==> src/rtl/pswrl_pkg.sv <==
package pswrl_pkg;

  localparam int KEY_W   = 22;
  localparam int TIME_W  = 64;
  localparam int COUNT_W = 16;
  localparam int DROP_W  = 32;
  localparam int LIMIT_W = 16;
  localparam int WIN_W   = 40;
  localparam int CFG_W   = 40;

  localparam logic [LIMIT_W-1:0] RESET_LIMIT  = 16'd300;
  localparam logic [WIN_W-1:0]   RESET_WINDOW = 40'd1000000000;

  localparam logic KIND_VERDICT = 1'b0;
  localparam logic KIND_FLOOD   = 1'b1;

  typedef enum logic [0:0] {
    CFG_LIMIT  = 1'b0,
    CFG_WINDOW = 1'b1
  } cfg_index_t;

  typedef enum logic [1:0] {
    ST_IDLE,
    ST_LOOKUP,
    ST_UPDATE
  } state_t;

  typedef struct packed {
    logic [KEY_W-1:0]   key;
    logic [TIME_W-1:0]  start;
    logic [COUNT_W-1:0] count;
    logic [DROP_W-1:0]  drop;
  } entry_t;

  typedef struct packed {
    logic commit;
    logic sel;
  } cell_ctl_t;

endpackage

==> src/rtl/pswrl_cell.sv <==
module pswrl_cell #(
  parameter int IDX    = 0,
  parameter int RANK_W = 5,
  parameter int LRU    = 31
) (
  input  logic                         clk,
  input  logic                         rst,
  input  logic [pswrl_pkg::KEY_W-1:0]  key_in,
  input  logic                         free_in,
  output logic                         free_out,
  output logic                         hit,
  output logic                         first_free,
  output logic                         lru,
  output pswrl_pkg::entry_t            entry,
  output logic [RANK_W-1:0]            rank,
  input  pswrl_pkg::cell_ctl_t         ctl,
  input  pswrl_pkg::entry_t            wr_entry,
  input  logic [RANK_W-1:0]            rank_ref
);

  logic valid;

  // match and free-slot chain
  assign hit        = valid && (entry.key == key_in);
  assign first_free = !valid && !free_in;
  assign free_out   = free_in || !valid;
  assign lru        = (rank == RANK_W'(LRU));

  always_ff @(posedge clk) begin
    if (rst) begin
      valid <= 1'b0;
      rank  <= RANK_W'(IDX);
    end else if (ctl.commit) begin
      if (ctl.sel) begin
        valid <= 1'b1;
        rank  <= '0;
      end else if (rank < rank_ref) begin
        rank <= rank + 1'b1;
      end
    end
  end

  always_ff @(posedge clk) begin
    if (ctl.commit && ctl.sel) begin
      entry <= wr_entry;
    end
  end

endmodule
==> config.mk <==
export PLATFORM = sky130hd
export DESIGN_NAME = pswrl_cell
export DESIGN_NICKNAME = d
export VERILOG_FILES = /design/src/rtl/pswrl_pkg.sv /design/src/rtl/pswrl_cell.sv
export SDC_FILE = /design/constraint.sdc
export NUM_CORES = 1
export LEC_CHECK = 0
export BUFFER_PORTS_ARGS = -buffer_cell sky130_fd_sc_hd__buf_2
export CAP_MARGIN = 10
export CORE_ASPECT_RATIO = 0.7
export CORE_MARGIN = 5
export CORE_UTILIZATION = 42
export DETAILED_ROUTE_END_ITERATION = 10
export GPL_TIMING_DRIVEN = 0
export PLACE_DENSITY = 0.8
export REMOVE_ABC_BUFFERS = 1
export SLEW_MARGIN = 20
export SYNTH_ARGS = -nofsm -noshare
export SYNTH_HDL_FRONTEND = slang
export SYNTH_SLANG_ARGS = --single-unit
==> constraint.sdc <==
create_clock -name clk -period 5.58 [get_ports clk]
set_input_delay 1.116 -clock clk [delete_from_list [all_inputs] [get_ports clk]]
set_output_delay 1.116 -clock clk [all_outputs]
set_load 0.02 [all_outputs]
== After elaboration in Yosys (flattened, before gate mapping) ==
Index checks and enable logic that the tools add are counted.

* Muxes and demuxes: 2
* $add $sub $neg: 1
* Equality and inequality tests: 2
* Reductions and logical operators: 9
* Order comparisons: 1

{| class="wikitable"
|+ Operator list
! operator !! count
|-
| 22-bit equality test || 1
|-
| 5-bit 2-to-1 mux || 2
|-
| 5-bit by 1-bit adder with 5-bit output (second input constant) || 1
|-
| 5-bit equality test (second input constant) || 1
|-
| 5-bit less-than comparator || 1
|-
| 2-bit AND reduction || 2
|-
| 1-bit logical AND || 3
|-
| 1-bit logical NOT || 2
|-
| 2-bit nonzero test || 1
|-
| 1-bit logical OR || 1
|}

* Bits in registers: 140
* Output and inout bits: 143
* Logic and storage cells: 21

== Longest topological paths before layout ==
* Word-level depth: 3
* Mapped depth: 7
* Mapped depth without buffers: 7

== Worst setup path before layout ==
No wires, ideal clock.

* Path type: input to register
* Start: in ctl[0] (netlist name)
* End: reg entry[0] (netlist name), enable pin
* Stages: 1
* Data arrival time: 4.199 ns
* Path slack: 0.872 ns
* Cells stage by stage: and2_1

* Cells in the longest elaborated chain, start to end: 1

{| class="wikitable"
|+ Ends and longest elaborated chain
! element !! RTL line !! text
|-
| start: declaration || pswrl_cell.sv:16 || <nowiki>input pswrl_pkg::cell_ctl_t ctl,</nowiki>
|-
| 1-bit logical AND || pswrl_cell.sv:44 || <nowiki>if (ctl.commit && ctl.sel) begin</nowiki>
|-
| end signal: assignment || pswrl_cell.sv:45 || <nowiki>entry <= wr_entry;</nowiki>
|-
| end: declaration || pswrl_cell.sv:14 || <nowiki>output pswrl_pkg::entry_t entry,</nowiki>
|}

No other way between the ends.
A chain may end at the register's enable or synchronous reset.

== Final worst setup path ==
* Start: in key_in[12] (netlist name)
* End: out hit

* Cells in the longest elaborated chain, start to end: 2

{| class="wikitable"
|+ Ends and longest elaborated chain
! element !! RTL line !! text
|-
| start: declaration || pswrl_cell.sv:8 || <nowiki>input logic [pswrl_pkg::KEY_W-1:0] key_in,</nowiki>
|-
| 22-bit equality test || pswrl_cell.sv:24 || <nowiki>assign hit = valid && (entry.key == key_in);</nowiki>
|-
| 1-bit logical AND || pswrl_cell.sv:24 ||
|-
| end: declaration || pswrl_cell.sv:11 || <nowiki>output logic hit,</nowiki>
|}

No other way between the ends.

==> metrics.csv <==
metric,value,unit
start_util,0.427,
dr.pass1.iters,4,
n_antenna_cell,0,
grtUsageTotal,0.182,
dp_hpwl,9860,um
final_core_util,0.649,
cts_resized,0,
async_reset_ff_frac,0,
synth_flop_cell,edfxtp_1,
die_area,13400,um^2
grt_pass1_vias,3465,
synthTopCellsByArea,"edfxtp_1 86%, xor2_1 2.8%, dfxtp_1 2.6%",
dr.max_layer_used,met4,
crit_path_start_kind,input pin,
cts_hold_buf,0,
clockPowerShare,0.443,
synth_common_cells,"134 x edfxtp_1, 15 x xor2_1, 7 x xnor2_1, 6 x dfxtp_1, 6 x ha_1",
worstPathArrival,2230,ps
yosysTopAreaCellShare,0.859,
powerDensity,382,nW/um^2
endpoint_kind,primary output,
grt_pass1_wl,18100,um
path_delay_family,simple AND/OR/NAND/NOR gates,
synth.yosys.seq_area_share,0.885,
synth_edf_count,134,
grt_overflow_total,0,
rsz0062_at_grt,no,
p_int,2.12,mW
io_pins,309,
critPathKind,input pin to primary output,
drc_errors,0,
cts.clk_slew.worst_paths,60,ps
setup_viol_count_final,0,
grt_max_degree,64,
post-route-period-util,0.599,
ys_seq_elements,140,
syn_avg_cell_area,21.9,um^2
post_cts_buffers,0,
crit_slowest_cell,nor4_1,
wl_met2,6740,um
wl,12300,um
yosysMostFrequentCell,edfxtp_1,
synth_area,4680,um^2
hold_class,flip-flop to flip-flop,
wl_per_cell,17.4,um
period_minus_slack,3340,ps
syn_inst,214,
clock_latency,400,ps
yosysUniqueCellTypes,27,
power_frac_seq,0.460,
cp_max_fo,1,
clock-skew-final,1.34,ps
cts_buffer_depth,2,
max_freq,299,MHz
fin_ws,2240,ps
path_cells,buf_2 -> xor2_1 -> nor4_1 -> nand4_1 -> nor3_1 -> buf_2,
multiInputGateArea,522,um^2
root_buffer,clkbuf_16,
maxSlewHeadroom,0.770,
crit_buf_inv,2,
p_leak,3.09,nW
cts_buffers,17,
seq_area,4140,um^2
drive_gt1_frac,0.616,
detail_route.iter0.violations,88,
fill_cells,796,
hold_viol,0,
antenna_found_initial,0,
place.gp.congestion,0.752,
yosys.area.top_type,edfxtp_1,
met1_length,3950,um
fin_nets,715,
cap_violations,0,
fp.dieW,136,um
htree_levels,4,
swShare,0.218,
tightest_slew,342,ps
p_sw,0.594,mW
yosysWarnings,0,
cts_tree,built,
p_comb_frac,0.096,
ant_nets,0,
clkSinkCount,140,
die_height,98.3,um
wl_met3,1410,um
core,11000,um^2
crit_required,4460,ps
status,"finished, final reports clean",
vdd_drop_max,0.312,mV
num_vias,3194,
cpPeakStageDelay,320,ps
post-place-ws,2230,ps
row_count,32,
via_per_inst,4.51,
syn_to_final_growth,52.0,%
slew_violations,0,
port_buffers,308,
crit_top_cell,buf_2,
==> logic make-up (layout without fill, tap and decap cells) <==
family | Yosys count | in the layout | synth area share
and+or+nand+nor | 27 | 27 | 0.0323
DFF | 140 | 140 | 0.885
muxes | 1 | 1 | 0.00240
xor gates and xnor gates | 22 | 22 | 0.0412
AOI/OAI and AO/OA | 13 | 13 | 0.0190
buffers and inverters | 5 | 346 | 0.00401
adders and majority gates | 6 | 6 | 0.0160
==> layout make-up <==
| class | instances | share of cell area |
|---|---|---|
| clock buffers | 18 | 0.0603 |
| repair buffers | 310 | 0.224 |
| flip-flops and latches | 140 | 0.582 |
| inverters | 5 | 0.00264 |
| clock inverters | 13 | 0.0302 |
| multi-input cells | 69 | 0.0733 |
| well taps | 153 | 0.0269 |
==> placed cells by master, fill, tap and decap left out, types with 2 or more instances in the layout <==
cell / count
a22o_1: 2
nor2b_1: 3
clkinv_4: 2
buf_2: 308
nor4_1: 3
xor2_1: 15
xnor2_1: 7
a31oi_1: 2
clkbuf_16: 17
o21ai_0: 3
edfxtp_1: 134
nand4_1: 3
nand2_1: 2
nor2_1: 4
clkinvlp_4: 2
inv_1: 5
buf_16: 2
ha_1: 6
nor3_1: 3
nand2b_1: 4
inv_6: 2
or4_1: 2
bufinv_16: 5
dfxtp_1: 6
==> sequential cells by signal, summed over array words and instances (netlist names) <==
name   count
entry    134
rank       5
valid      1
==> stage by stage <==
stage          total power, mW  TNS (ps)  area [um^2]  hold slack [ps]  std cells
6_report                  2.72         0         7120              550        708
5_1_grt                   2.82         0         7120              604        708
4_1_cts                   2.75         0         7120              543        708
3_3_place_gp              1.53    -20580         6410              517        675
2_1_floorplan             1.40         0         4680              487        214
3_5_place_dp              1.54         0         6470              531        677
==> power groups by stage <==
stage	registers [mW]	logic, mW	clock network (mW)
2_1_floorplan	1.37	0.0348	0
3_3_place_gp	1.28	0.253	0
3_5_place_dp	1.27	0.264	0
4_1_cts	1.25	0.265	1.23
5_1_grt	1.26	0.280	1.28
6_report	1.25	0.261	1.21
==> worst reg2reg max path, stage by stage, from the launching register on <==
cell     delay, ps
dfxtp_1        440
ha_1           300
a21oi_2        110
o21ai_1        120
a31o_1         290
or4_1          500
a31oi_1        160
==> per-layer routing <==
metal,vias to the layer above,global-route usage
met1,1501,0.171
met4,0,0.0604
met5,-,0
met2,172,0.340
li1,1503,-
met3,18,0.0927
==> path summary, 6_finish.rpt <==
path / slack [ps] / end / cells past startpoint / from
worst min-delay path: 550 / rank[3]$_SDFFE_PP0P_ / 2 / rank[3]$_SDFFE_PP0P_
worst max-delay path: 2240 / hit / 6 / key_in[12]
worst min register to register: 550 / rank[3]$_SDFFE_PP0P_ / 2 / rank[3]$_SDFFE_PP0P_
worst max register to register: 3590 / rank[3]$_SDFFE_PP0P_ / 6 / rank[2]$_SDFFE_PP0P_
(Power assumes the default switching activity.)
